[config.mk]
export PLATFORM = sky130hd
export DESIGN_NAME = rotation_matrix_to_quaternion
export DESIGN_NICKNAME = d
export VERILOG_FILES = /design/src/rmq_pkg.sv /design/src/rotation_matrix_to_quaternion.sv /design/src/rmq_front.sv /design/src/rmq_sqrt.sv /design/src/rmq_scale.sv
export SDC_FILE = /design/constraint.sdc
export NUM_CORES = 2
export LEC_CHECK = 0
export BUFFER_PORTS_ARGS = -buffer_cell sky130_fd_sc_hd__buf_2
export CAP_MARGIN = 20
export CORE_ASPECT_RATIO = 2
export CORE_MARGIN = 4
export CORE_UTILIZATION = 34
export DETAILED_ROUTE_END_ITERATION = 10
export GPL_ROUTABILITY_DRIVEN = 0
export GPL_TIMING_DRIVEN = 1
export PLACE_DENSITY = 0.49
export REMOVE_ABC_BUFFERS = 1
export SYNTH_ARGS = -nofsm -noshare
export SYNTH_HDL_FRONTEND = slang
export SYNTH_SLANG_ARGS = --single-unit
[constraint.sdc]
create_clock -name clk_i -period 33.2 [get_ports clk_i]
set_clock_uncertainty 0.2 [all_clocks]
set_input_delay 4.98 -clock clk_i [delete_from_list [all_inputs] [get_ports clk_i]]
set_output_delay 4.98 -clock clk_i [all_outputs]
set_load 0.01 [all_outputs]
[src/rmq_pkg.sv]
// shared types, widths and helpers for the rotation matrix to quaternion block
package rmq_pkg;

  // sqrt radicand width: (big+16384)*4096, big <= 3*32767 -> below 2^29
  localparam int unsigned RadW = 30;
  // number of restoring sqrt steps (two radicand bits each)
  localparam int unsigned SqrtSteps = RadW / 2;
  // steps done per pipeline stage
  localparam int unsigned SqrtPerStage = 5;
  localparam int unsigned SqrtStages = SqrtSteps / SqrtPerStage;
  // root width
  localparam int unsigned RootW = 16;
  // off-diagonal sum magnitude width (|d| <= 65536)
  localparam int unsigned DiffW = 18;
  localparam int unsigned MagW = 17;

  // selected component code
  typedef enum logic [1:0] {
    PartW = 2'd0,
    PartX = 2'd1,
    PartY = 2'd2,
    PartZ = 2'd3
  } part_e;

  // saturate a wide signed value to 16 bits
  function automatic logic signed [15:0] sat16(input logic signed [MagW+1:0] v);
    logic signed [15:0] r;
    if (v > 32767) begin
      r = 16'sh7fff;
    end else if (v < -32768) begin
      r = -16'sh8000;
    end else begin
      r = v[15:0];
    end
    return r;
  endfunction

endpackage

[src/rotation_matrix_to_quaternion.sv]
// top level: rotation matrix to unit quaternion pipeline
//
// Takes one 3x3 matrix in signed Q2.14 per word and gives the quaternion
// (qw, qx, qy, qz) in Q2.14 plus the index of the component that came from
// the square root.
// Input: a word is taken at a rising edge with start_i high and busy_o low.
// busy_o is tied low: the pipeline takes a new word every cycle.
// Output: done_o is high for exactly one cycle with the result on the ports;
// the receiver cannot hold results off, and none is needed.
// Pipeline: 1 front stage, 3 square root stages, 6 divide stages and one
// output register.
// Throughput: one word per cycle, set by the fully pipelined root and divider.
// Reset: rst_ni clears all valid bits at once; words in flight are dropped.
module rotation_matrix_to_quaternion (
  input  logic               clk_i,
  input  logic               rst_ni,
  input  logic               start_i,
  output logic               busy_o,
  input  logic signed [15:0] m00_i,
  input  logic signed [15:0] m01_i,
  input  logic signed [15:0] m02_i,
  input  logic signed [15:0] m10_i,
  input  logic signed [15:0] m11_i,
  input  logic signed [15:0] m12_i,
  input  logic signed [15:0] m20_i,
  input  logic signed [15:0] m21_i,
  input  logic signed [15:0] m22_i,
  output logic               done_o,
  output logic signed [15:0] qw_o,
  output logic signed [15:0] qx_o,
  output logic signed [15:0] qy_o,
  output logic signed [15:0] qz_o,
  output logic [1:0]         largest_part_o
);

  logic                             f_vld, s_vld;
  rmq_pkg::part_e                   f_part, s_part, o_part;
  logic [rmq_pkg::RadW-1:0]         f_rad;
  logic [rmq_pkg::RootW-1:0]        s_root;
  logic signed [rmq_pkg::DiffW-1:0] f_d0, f_d1, f_d2, s_d0, s_d1, s_d2;

  assign busy_o = 1'b0;

  // diagonal combinations and selection
  rmq_front u_front (
    .clk_i, .rst_ni, .vld_i(start_i),
    .m00_i, .m01_i, .m02_i, .m10_i, .m11_i, .m12_i, .m20_i, .m21_i, .m22_i,
    .vld_o(f_vld), .part_o(f_part), .rad_o(f_rad),
    .d0_o(f_d0), .d1_o(f_d1), .d2_o(f_d2)
  );

  // square root of the chosen combination
  rmq_sqrt u_sqrt (
    .clk_i, .rst_ni, .vld_i(f_vld), .part_i(f_part), .rad_i(f_rad),
    .d0_i(f_d0), .d1_i(f_d1), .d2_i(f_d2),
    .vld_o(s_vld), .part_o(s_part), .root_o(s_root),
    .d0_o(s_d0), .d1_o(s_d1), .d2_o(s_d2)
  );

  // divide the off-diagonal terms and assemble
  rmq_scale u_scale (
    .clk_i, .rst_ni, .vld_i(s_vld), .part_i(s_part), .root_i(s_root),
    .d0_i(s_d0), .d1_i(s_d1), .d2_i(s_d2),
    .vld_o(done_o), .qw_o, .qx_o, .qy_o, .qz_o, .part_o(o_part)
  );

  assign largest_part_o = o_part;

endmodule

[src/rmq_front.sv]
// front stage: diagonal combinations, largest pick and off-diagonal terms
module rmq_front (
  input  logic                              clk_i,
  input  logic                              rst_ni,
  input  logic                              vld_i,
  input  logic signed [15:0]                m00_i,
  input  logic signed [15:0]                m01_i,
  input  logic signed [15:0]                m02_i,
  input  logic signed [15:0]                m10_i,
  input  logic signed [15:0]                m11_i,
  input  logic signed [15:0]                m12_i,
  input  logic signed [15:0]                m20_i,
  input  logic signed [15:0]                m21_i,
  input  logic signed [15:0]                m22_i,
  output logic                              vld_o,
  output rmq_pkg::part_e                    part_o,
  output logic [rmq_pkg::RadW-1:0]          rad_o,
  output logic signed [rmq_pkg::DiffW-1:0]  d0_o,
  output logic signed [rmq_pkg::DiffW-1:0]  d1_o,
  output logic signed [rmq_pkg::DiffW-1:0]  d2_o
);

  logic signed [17:0] tw, tx, ty, tz, big;
  logic signed [17:0] e00, e01, e02, e10, e11, e12, e20, e21, e22;
  rmq_pkg::part_e part_d, part_q;
  logic [rmq_pkg::RadW-1:0] rad_d, rad_q;
  logic signed [rmq_pkg::DiffW-1:0] d0_d, d1_d, d2_d, d0_q, d1_q, d2_q;
  logic vld_q;
  logic [17:0] s_big;

  // diagonal combinations and strict-greater pick in w, x, y, z order
  always_comb begin
    e00 = 18'(m00_i); e01 = 18'(m01_i); e02 = 18'(m02_i);
    e10 = 18'(m10_i); e11 = 18'(m11_i); e12 = 18'(m12_i);
    e20 = 18'(m20_i); e21 = 18'(m21_i); e22 = 18'(m22_i);
    tw = e00 + e11 + e22;
    tx = e00 - e11 - e22;
    ty = e11 - e00 - e22;
    tz = e22 - e00 - e11;
    big = tw;
    part_d = rmq_pkg::PartW;
    if (tx > big) begin
      big = tx;
      part_d = rmq_pkg::PartX;
    end
    if (ty > big) begin
      big = ty;
      part_d = rmq_pkg::PartY;
    end
    if (tz > big) begin
      big = tz;
      part_d = rmq_pkg::PartZ;
    end
    s_big = big + 18'sd16384;
    rad_d = {s_big[rmq_pkg::RadW-13:0], 12'd0};
    case (part_d)
      rmq_pkg::PartW: begin
        d0_d = e12 - e21; d1_d = e20 - e02; d2_d = e01 - e10;
      end
      rmq_pkg::PartX: begin
        d0_d = e12 - e21; d1_d = e01 + e10; d2_d = e20 + e02;
      end
      rmq_pkg::PartY: begin
        d0_d = e20 - e02; d1_d = e01 + e10; d2_d = e12 + e21;
      end
      default: begin
        d0_d = e01 - e10; d1_d = e20 + e02; d2_d = e12 + e21;
      end
    endcase
  end

  // stage register
  always_ff @(posedge clk_i or negedge rst_ni) begin
    if (!rst_ni) begin
      vld_q <= 1'b0;
    end else begin
      vld_q <= vld_i;
    end
  end

  always_ff @(posedge clk_i) begin
    part_q <= part_d;
    rad_q  <= rad_d;
    d0_q   <= d0_d;
    d1_q   <= d1_d;
    d2_q   <= d2_d;
  end

  assign vld_o  = vld_q;
  assign part_o = part_q;
  assign rad_o  = rad_q;
  assign d0_o   = d0_q;
  assign d1_o   = d1_q;
  assign d2_o   = d2_q;

endmodule

[src/rmq_sqrt.sv]
// pipelined restoring square root with round-to-nearest, side data carried along
module rmq_sqrt (
  input  logic                              clk_i,
  input  logic                              rst_ni,
  input  logic                              vld_i,
  input  rmq_pkg::part_e                    part_i,
  input  logic [rmq_pkg::RadW-1:0]          rad_i,
  input  logic signed [rmq_pkg::DiffW-1:0]  d0_i,
  input  logic signed [rmq_pkg::DiffW-1:0]  d1_i,
  input  logic signed [rmq_pkg::DiffW-1:0]  d2_i,
  output logic                              vld_o,
  output rmq_pkg::part_e                    part_o,
  output logic [rmq_pkg::RootW-1:0]         root_o,
  output logic signed [rmq_pkg::DiffW-1:0]  d0_o,
  output logic signed [rmq_pkg::DiffW-1:0]  d1_o,
  output logic signed [rmq_pkg::DiffW-1:0]  d2_o
);

  localparam int unsigned NS = rmq_pkg::SqrtStages;
  localparam int unsigned RW = rmq_pkg::RadW;
  localparam int unsigned QW = rmq_pkg::RootW;

  // per-stage state: remaining radicand bits, partial remainder, partial root
  logic [NS:0]                         vld_q;
  rmq_pkg::part_e                      part_q [NS+1];
  logic [RW-1:0]                       rad_q  [NS+1];
  logic [RW/2+1:0]                     rem_q  [NS+1];
  logic [QW-1:0]                       root_q [NS+1];
  logic signed [rmq_pkg::DiffW-1:0]    da_q   [NS+1];
  logic signed [rmq_pkg::DiffW-1:0]    db_q   [NS+1];
  logic signed [rmq_pkg::DiffW-1:0]    dc_q   [NS+1];

  logic [RW-1:0]   rad_n  [NS];
  logic [RW/2+1:0] rem_n  [NS];
  logic [QW-1:0]   root_n [NS];

  // stage entry
  always_comb begin
    vld_q[0]  = vld_i;
    part_q[0] = part_i;
    rad_q[0]  = rad_i;
    rem_q[0]  = '0;
    root_q[0] = '0;
    da_q[0]   = d0_i;
    db_q[0]   = d1_i;
    dc_q[0]   = d2_i;
  end

  for (genvar s = 0; s < NS; s++) begin : g_stage
    // a few digit steps per stage
    always_comb begin
      logic [RW/2+1:0] trial;
      logic [RW/2+1:0] r;
      logic [QW-1:0]   q;
      logic [RW-1:0]   a;
      r = rem_q[s];
      q = root_q[s];
      a = rad_q[s];
      for (int k = 0; k < rmq_pkg::SqrtPerStage; k++) begin
        r = {r[RW/2-1:0], a[RW-1:RW-2]};
        a = {a[RW-3:0], 2'b00};
        // partial root stays below 2^15, so its top bit is always clear
        trial = {q[QW-2:0], 2'b01};
        if (r >= trial) begin
          r = r - trial;
          q = {q[QW-2:0], 1'b1};
        end else begin
          q = {q[QW-2:0], 1'b0};
        end
      end
      rad_n[s]  = a;
      rem_n[s]  = r;
      root_n[s] = q;
    end

    always_ff @(posedge clk_i or negedge rst_ni) begin
      if (!rst_ni) begin
        vld_q[s+1] <= 1'b0;
      end else begin
        vld_q[s+1] <= vld_q[s];
      end
    end

    always_ff @(posedge clk_i) begin
      part_q[s+1] <= part_q[s];
      rad_q[s+1]  <= rad_n[s];
      rem_q[s+1]  <= rem_n[s];
      root_q[s+1] <= root_n[s];
      da_q[s+1]   <= da_q[s];
      db_q[s+1]   <= db_q[s];
      dc_q[s+1]   <= dc_q[s];
    end
  end

  // round up when remainder exceeds root
  assign root_o = (rem_q[NS] > (RW/2+2)'(root_q[NS])) ? root_q[NS] + 1'b1 : root_q[NS];
  assign vld_o  = vld_q[NS];
  assign part_o = part_q[NS];
  assign d0_o   = da_q[NS];
  assign d1_o   = db_q[NS];
  assign d2_o   = dc_q[NS];

endmodule

[src/rmq_scale.sv]
// pipelined divide of the three off-diagonal terms by twice the root
module rmq_scale (
  input  logic                              clk_i,
  input  logic                              rst_ni,
  input  logic                              vld_i,
  input  rmq_pkg::part_e                    part_i,
  input  logic [rmq_pkg::RootW-1:0]         root_i,
  input  logic signed [rmq_pkg::DiffW-1:0]  d0_i,
  input  logic signed [rmq_pkg::DiffW-1:0]  d1_i,
  input  logic signed [rmq_pkg::DiffW-1:0]  d2_i,
  output logic                              vld_o,
  output logic signed [15:0]                qw_o,
  output logic signed [15:0]                qx_o,
  output logic signed [15:0]                qy_o,
  output logic signed [15:0]                qz_o,
  output rmq_pkg::part_e                    part_o
);

  // q = floor((mag*8192 + b) / (2b)); numerator < 2^31, quotient < 2^17
  localparam int unsigned NW = 31;
  localparam int unsigned QW = 17;
  localparam int unsigned BPS = 3;           // quotient bits per stage
  localparam int unsigned NS = (QW + BPS - 1) / BPS;
  localparam int unsigned DW = rmq_pkg::RootW + 1;
  localparam int unsigned RMW = DW + 1;

  logic [NS:0]              vld_q;
  rmq_pkg::part_e           part_q [NS+1];
  logic [rmq_pkg::RootW-1:0] b_q   [NS+1];
  logic [2:0]               neg_q  [NS+1];
  logic [NW-1:0]            num_q  [NS+1][3];
  logic [RMW-1:0]           rem_q  [NS+1][3];
  logic [QW-1:0]            quo_q  [NS+1][3];

  logic [NW-1:0]  num_n [NS][3];
  logic [RMW-1:0] rem_n [NS][3];
  logic [QW-1:0]  quo_n [NS][3];

  logic signed [rmq_pkg::DiffW-1:0] din [3];
  logic [rmq_pkg::MagW-1:0] mag [3];

  // entry: magnitudes and numerators, low numerator bits left-aligned for long division
  always_comb begin
    din[0] = d0_i; din[1] = d1_i; din[2] = d2_i;
    vld_q[0]  = vld_i;
    part_q[0] = part_i;
    b_q[0]    = root_i;
    for (int j = 0; j < 3; j++) begin
      mag[j] = din[j][rmq_pkg::DiffW-1] ? rmq_pkg::MagW'(-din[j])
                                        : rmq_pkg::MagW'(din[j]);
      neg_q[0][j] = din[j][rmq_pkg::DiffW-1];
      num_q[0][j] = ({1'b0, mag[j], 13'd0} + NW'(root_i)) << (NW - QW);
      rem_q[0][j] = RMW'(({1'b0, mag[j], 13'd0} + NW'(root_i)) >> QW);
      quo_q[0][j] = '0;
    end
  end

  for (genvar s = 0; s < NS; s++) begin : g_stage
    // restoring division, a few quotient bits per stage
    always_comb begin
      logic [RMW-1:0] r;
      logic [NW-1:0]  n;
      logic [QW-1:0]  q;
      logic [DW-1:0]  dv;
      dv = {b_q[s], 1'b0};
      for (int j = 0; j < 3; j++) begin
        r = rem_q[s][j];
        n = num_q[s][j];
        q = quo_q[s][j];
        for (int k = 0; k < BPS; k++) begin
          if (s * BPS + k < QW) begin
            r = {r[RMW-2:0], n[NW-1]};
            n = {n[NW-2:0], 1'b0};
            if (r >= RMW'(dv)) begin
              r = r - RMW'(dv);
              q = {q[QW-2:0], 1'b1};
            end else begin
              q = {q[QW-2:0], 1'b0};
            end
          end
        end
        num_n[s][j] = n;
        rem_n[s][j] = r;
        quo_n[s][j] = q;
      end
    end

    always_ff @(posedge clk_i or negedge rst_ni) begin
      if (!rst_ni) begin
        vld_q[s+1] <= 1'b0;
      end else begin
        vld_q[s+1] <= vld_q[s];
      end
    end

    always_ff @(posedge clk_i) begin
      part_q[s+1] <= part_q[s];
      b_q[s+1]    <= b_q[s];
      neg_q[s+1]  <= neg_q[s];
      num_q[s+1]  <= num_n[s];
      rem_q[s+1]  <= rem_n[s];
      quo_q[s+1]  <= quo_n[s];
    end
  end

  // sign, saturate and place into the component slots
  logic signed [15:0] o [3];
  logic signed [15:0] bq;
  logic signed [rmq_pkg::MagW+1:0] sv [3];
  logic signed [15:0] qw_d, qx_d, qy_d, qz_d;
  logic vld_r;
  logic signed [15:0] qw_r, qx_r, qy_r, qz_r;
  rmq_pkg::part_e part_r;

  always_comb begin
    for (int j = 0; j < 3; j++) begin
      sv[j] = neg_q[NS][j] ? -$signed({2'b00, quo_q[NS][j]})
                           : $signed({2'b00, quo_q[NS][j]});
      o[j]  = rmq_pkg::sat16(sv[j]);
    end
    bq = rmq_pkg::sat16($signed({3'b000, b_q[NS]}));
    case (part_q[NS])
      rmq_pkg::PartW: begin
        qw_d = bq; qx_d = o[0]; qy_d = o[1]; qz_d = o[2];
      end
      rmq_pkg::PartX: begin
        qx_d = bq; qw_d = o[0]; qy_d = o[1]; qz_d = o[2];
      end
      rmq_pkg::PartY: begin
        qy_d = bq; qw_d = o[0]; qx_d = o[1]; qz_d = o[2];
      end
      default: begin
        qz_d = bq; qw_d = o[0]; qx_d = o[1]; qy_d = o[2];
      end
    endcase
  end

  // output register
  always_ff @(posedge clk_i or negedge rst_ni) begin
    if (!rst_ni) begin
      vld_r <= 1'b0;
    end else begin
      vld_r <= vld_q[NS];
    end
  end

  always_ff @(posedge clk_i) begin
    qw_r   <= qw_d;
    qx_r   <= qx_d;
    qy_r   <= qy_d;
    qz_r   <= qz_d;
    part_r <= part_q[NS];
  end

  assign vld_o  = vld_r;
  assign qw_o   = qw_r;
  assign qx_o   = qx_r;
  assign qy_o   = qy_r;
  assign qz_o   = qz_r;
  assign part_o = part_r;

endmodule

==> results.md <==
* Status: finished, final reports clean
* Dpl hpwl at 249000 um
* # fillers at 24900
* Hold_buf cts at 0
* Flop2flop setup slack at 16.46 ns
* Adder-cell area share of the yosys netlist at 20.5%
* Post-Route WL at 293000 um
* Post-CTS Resized at 0
* Slowest-stage cell, CP: a311oi_1
* Slew headroom at 28.4%
* Multiplexer share of the synthesized area at 7.34%
* CP Data Arrival Time at 18.46 ns
* RSZ-0062 raised after global routing: false
* Simple-gate share of the synthesized area at 14.4%
* # setup viols final at 0
* Seq/Total Area, Yosys at 23.1%
* Port buffer count at 213
* Crit path from: m00_i[1]
* Post-CTS setup buffer count at 0
* Worst EP required at 33.66 ns
* Netlist Area Pre-Place at 82500 um2
* Via count at 72100
* H-tree Lvls at 3
* DR DRC count at 0
* First-pass GRT wire length at 435000 um
* Die area at 251000 um2
* Max cap viols at 0
* Min cycle time layout at 18.00 ns
* Synth cell types at 99
* Clock latency on the worst-skew pair at 0.74 ns
* Multi-input gate area at 59400 um2
* FFs w/ async S/R, synth at 1.16%
* DR WL/cell at 21.7 um
* CTS tree: done
* I/O Pins at 215
* Share of cells above drive strength 1 at 10.7%
* CP startpoint kind: input pin
* Critical Path Sink Type: register
* HP Start: u_scale.neg_q[14]
* Setup CP Type: in2reg
* Endpoint, Worst Hold: u_scale.neg_q[11]
* Largest net degree at the start of global routing at 70
* Drt initial violations at 2981
* Main combinational cell family by area after synthesis: compound AO/OA/AOI/OAI gates
* Fin. max-slew vios at 0
* Part of the cycle the worst path needs at 54.2%
* Final core occ at 37.9%
* Synthesized instance count at 9985
* Main synth FF type: dfxtp_1
* Nets at 11700
* Vias per cell at 5.33
* DR pass1 iterations at 6
* Vias in the first global route at 75300
* Layout area overhead at 11.0%
* Clk buf depth at 3
* Die X at 356 um
* Clk root buf: clkbuf_16
* Core Box Area at 241000 um2
* Xor and xnor area share after synthesis at 8.43%
* Initial antenna violation count at 4
* Crit path max fanout at 48
* Seq cells post-synth at 948
* Final Hold Fails at 0
* Reg area at 19000 um2
* Clock transition at path regs at 0.07 ns
* CP max stage delay at 0.78 ns
* DIE HEIGHT at 705 um
* Clock sink count at 948
* Fin Setup TNS at 0 ns
* Initial Utilization at 34.2%
* Warnings from Yosys at 0
* Std cell rows at 255
* Worst slew pin tran at 1.07 ns
* Antenna Nets Post-Route at 0
* GRT Util Overall at 22.7%
* CTS Buf Count at 92
* Tightest Hold Check Type: reg2reg
* Complex-gate fraction of the synthesized area at 21.0%
* Post-synthesis average cell area at 8.26 um2
* Worst R2R End: u_scale.rem_q[298]
* Post-synth EDFFs at 0
* Fmax at 0.0556 GHz
* FF-to-FF Start: u_sqrt.root_q[1]
* Worst hold path depth at 0
* R2R cell count at 71
* Grt ovf at 0
-- cell type report --
cell class	instances	share of cell area, %
Antenna cell	6	0.0164
Multi-Input combinational cell	7892	64.9
Inverter	937	3.85
Clock buffer	116	2.76
Clock inverter	54	0.861
Timing Repair Buffer	365	2.46
Tap cell	3212	4.39
Sequential cell	948	20.8
-- synthesized netlist by cell type (56+ instances only) --
| library cell | number | area [um2] |
|---|---|---|
| ha_1 | 1151 | 14400 |
| xor2_1 | 231 | 2020 |
| inv_1 | 930 | 3490 |
| nor3_1 | 150 | 751 |
| nor2_1 | 799 | 3000 |
| or3_1 | 59 | 369 |
| nand2_1 | 679 | 2550 |
| o21bai_1 | 154 | 1160 |
| clkbuf_1 | 184 | 691 |
| fa_1 | 125 | 2500 |
| and3_1 | 56 | 350 |
| nand3_1 | 109 | 546 |
| a21boi_0 | 177 | 1330 |
| dfxtp_1 | 937 | 18800 |
| xnor2_1 | 563 | 4930 |
| o31ai_1 | 82 | 616 |
| a21o_1 | 267 | 2000 |
| nand4_1 | 168 | 1050 |
| mux2i_1 | 76 | 761 |
| nand2b_1 | 121 | 757 |
| o21a_1 | 117 | 878 |
| nor4_1 | 65 | 407 |
| mux2_2 | 458 | 5160 |
| nor2b_1 | 130 | 813 |
| o21ai_0 | 713 | 3570 |
| a21oi_1 | 831 | 4160 |
-- per-layer routing --
metal  track usage (%)  vias up  share of wire, %
met1              17.3    33800                29
li1                  -    35800                 -
met5                 0        -            0.0079
met4              23.6        4                13
met3              2.23      889               2.5
met2              46.0     1580                55
-- cells by family after synthesis --
logic type,Yosys count
AO/OA/AOI/OAI,2767
AND/OR/NAND/NOR,2504
adder cells (fa/ha/maj),1279
buffers and inverters,1148
flip-flops,948
XOR/XNOR,794
multiplexers,543
other,2
-- registers in the layout, indices dropped and copies added (netlist names), 8 cells and up --
signal	count
u_scale.rem_q	243
u_scale.quo_q	186
u_scale.b_q	96
u_sqrt.rem_q	45
u_sqrt.da_q	34
u_sqrt.db_q	34
u_sqrt.dc_q	34
u_sqrt.root_q	30
u_front.rad_o	18
u_scale.neg_q	18
u_front.d0_o	17
u_front.d1_o	17
u_front.d2_o	17
u_sqrt.d0_o	17
u_sqrt.d1_o	17
u_sqrt.d2_o	17
u_scale.qw_o	16
u_scale.qx_o	16
u_scale.qy_o	16
u_scale.qz_o	16
u_scale.part_q	12
u_sqrt.rad_q	8
-- how the worst max path moves through the flow --
stage | slack (ns) | cells after the start | to
floorplan | 14.32 | 52 | u_front.d1_o[15]
global placement | 14.65 | 51 | u_front.d1_o[15]
detailed placement | 14.79 | 51 | u_front.d1_o[15]
CTS | 15.54 | 51 | u_front.d1_o[15]
global route | 14.50 | 51 | u_front.d1_o[15]
finish | 15.20 | 51 | u_front.d1_o[15]
-- stage by stage --
stage	area [um2]	hold slack [ns]	setup slack, ns	instances
4_1_cts	91500	0.0901	15.54	13500
3_3_place_gp	88100	0.110	14.65	13300
6_report	91500	0.0905	15.20	13500
2_1_floorplan	81700	0.110	14.32	9777
5_1_grt	91500	0.105	14.50	13500
3_5_place_dp	88100	0.112	14.79	13400
-- critical path: cells and delay by family --
| family | cells | cell delay (ns) |
|---|---|---|
| compound gates | 22 | 5.78 |
| xor+xnor | 1 | 0.20 |
| fa+ha+maj | 7 | 2.71 |
| buf+inv | 10 | 2.49 |
| simple gates | 11 | 2.22 |
-- placed cells by master, fill, tap and decap left out, types with 45 or more instances in the layout --
master / synthesis / layout
a211oi_1: 52 / 50
a21boi_0: 177 / 177
a21o_1: 267 / 266
a21oi_1: 831 / 827
a221oi_1: 45 / 45
and3_1: 56 / 56
buf_2: 7 / 214
buf_4: 2 / 147
clkbuf_16: 0 / 92
dfxtp_1: 937 / 937
fa_1: 125 / 125
ha_1: 1151 / 1151
inv_1: 930 / 930
mux2_2: 458 / 458
mux2i_1: 76 / 75
nand2_1: 679 / 679
nand2b_1: 121 / 121
nand3_1: 109 / 109
nand4_1: 168 / 168
nor2_1: 799 / 799
nor2b_1: 130 / 130
nor3_1: 150 / 148
nor4_1: 65 / 65
o21a_1: 117 / 117
o21ai_0: 713 / 711
o21bai_1: 154 / 154
o31ai_1: 82 / 80
or3_1: 59 / 59
xnor2_1: 563 / 558
xor2_1: 231 / 231
Power is left out: the tool's default activity adds up to more than one toggle a clock period on the data nets, which glitch-free logic cannot reach.
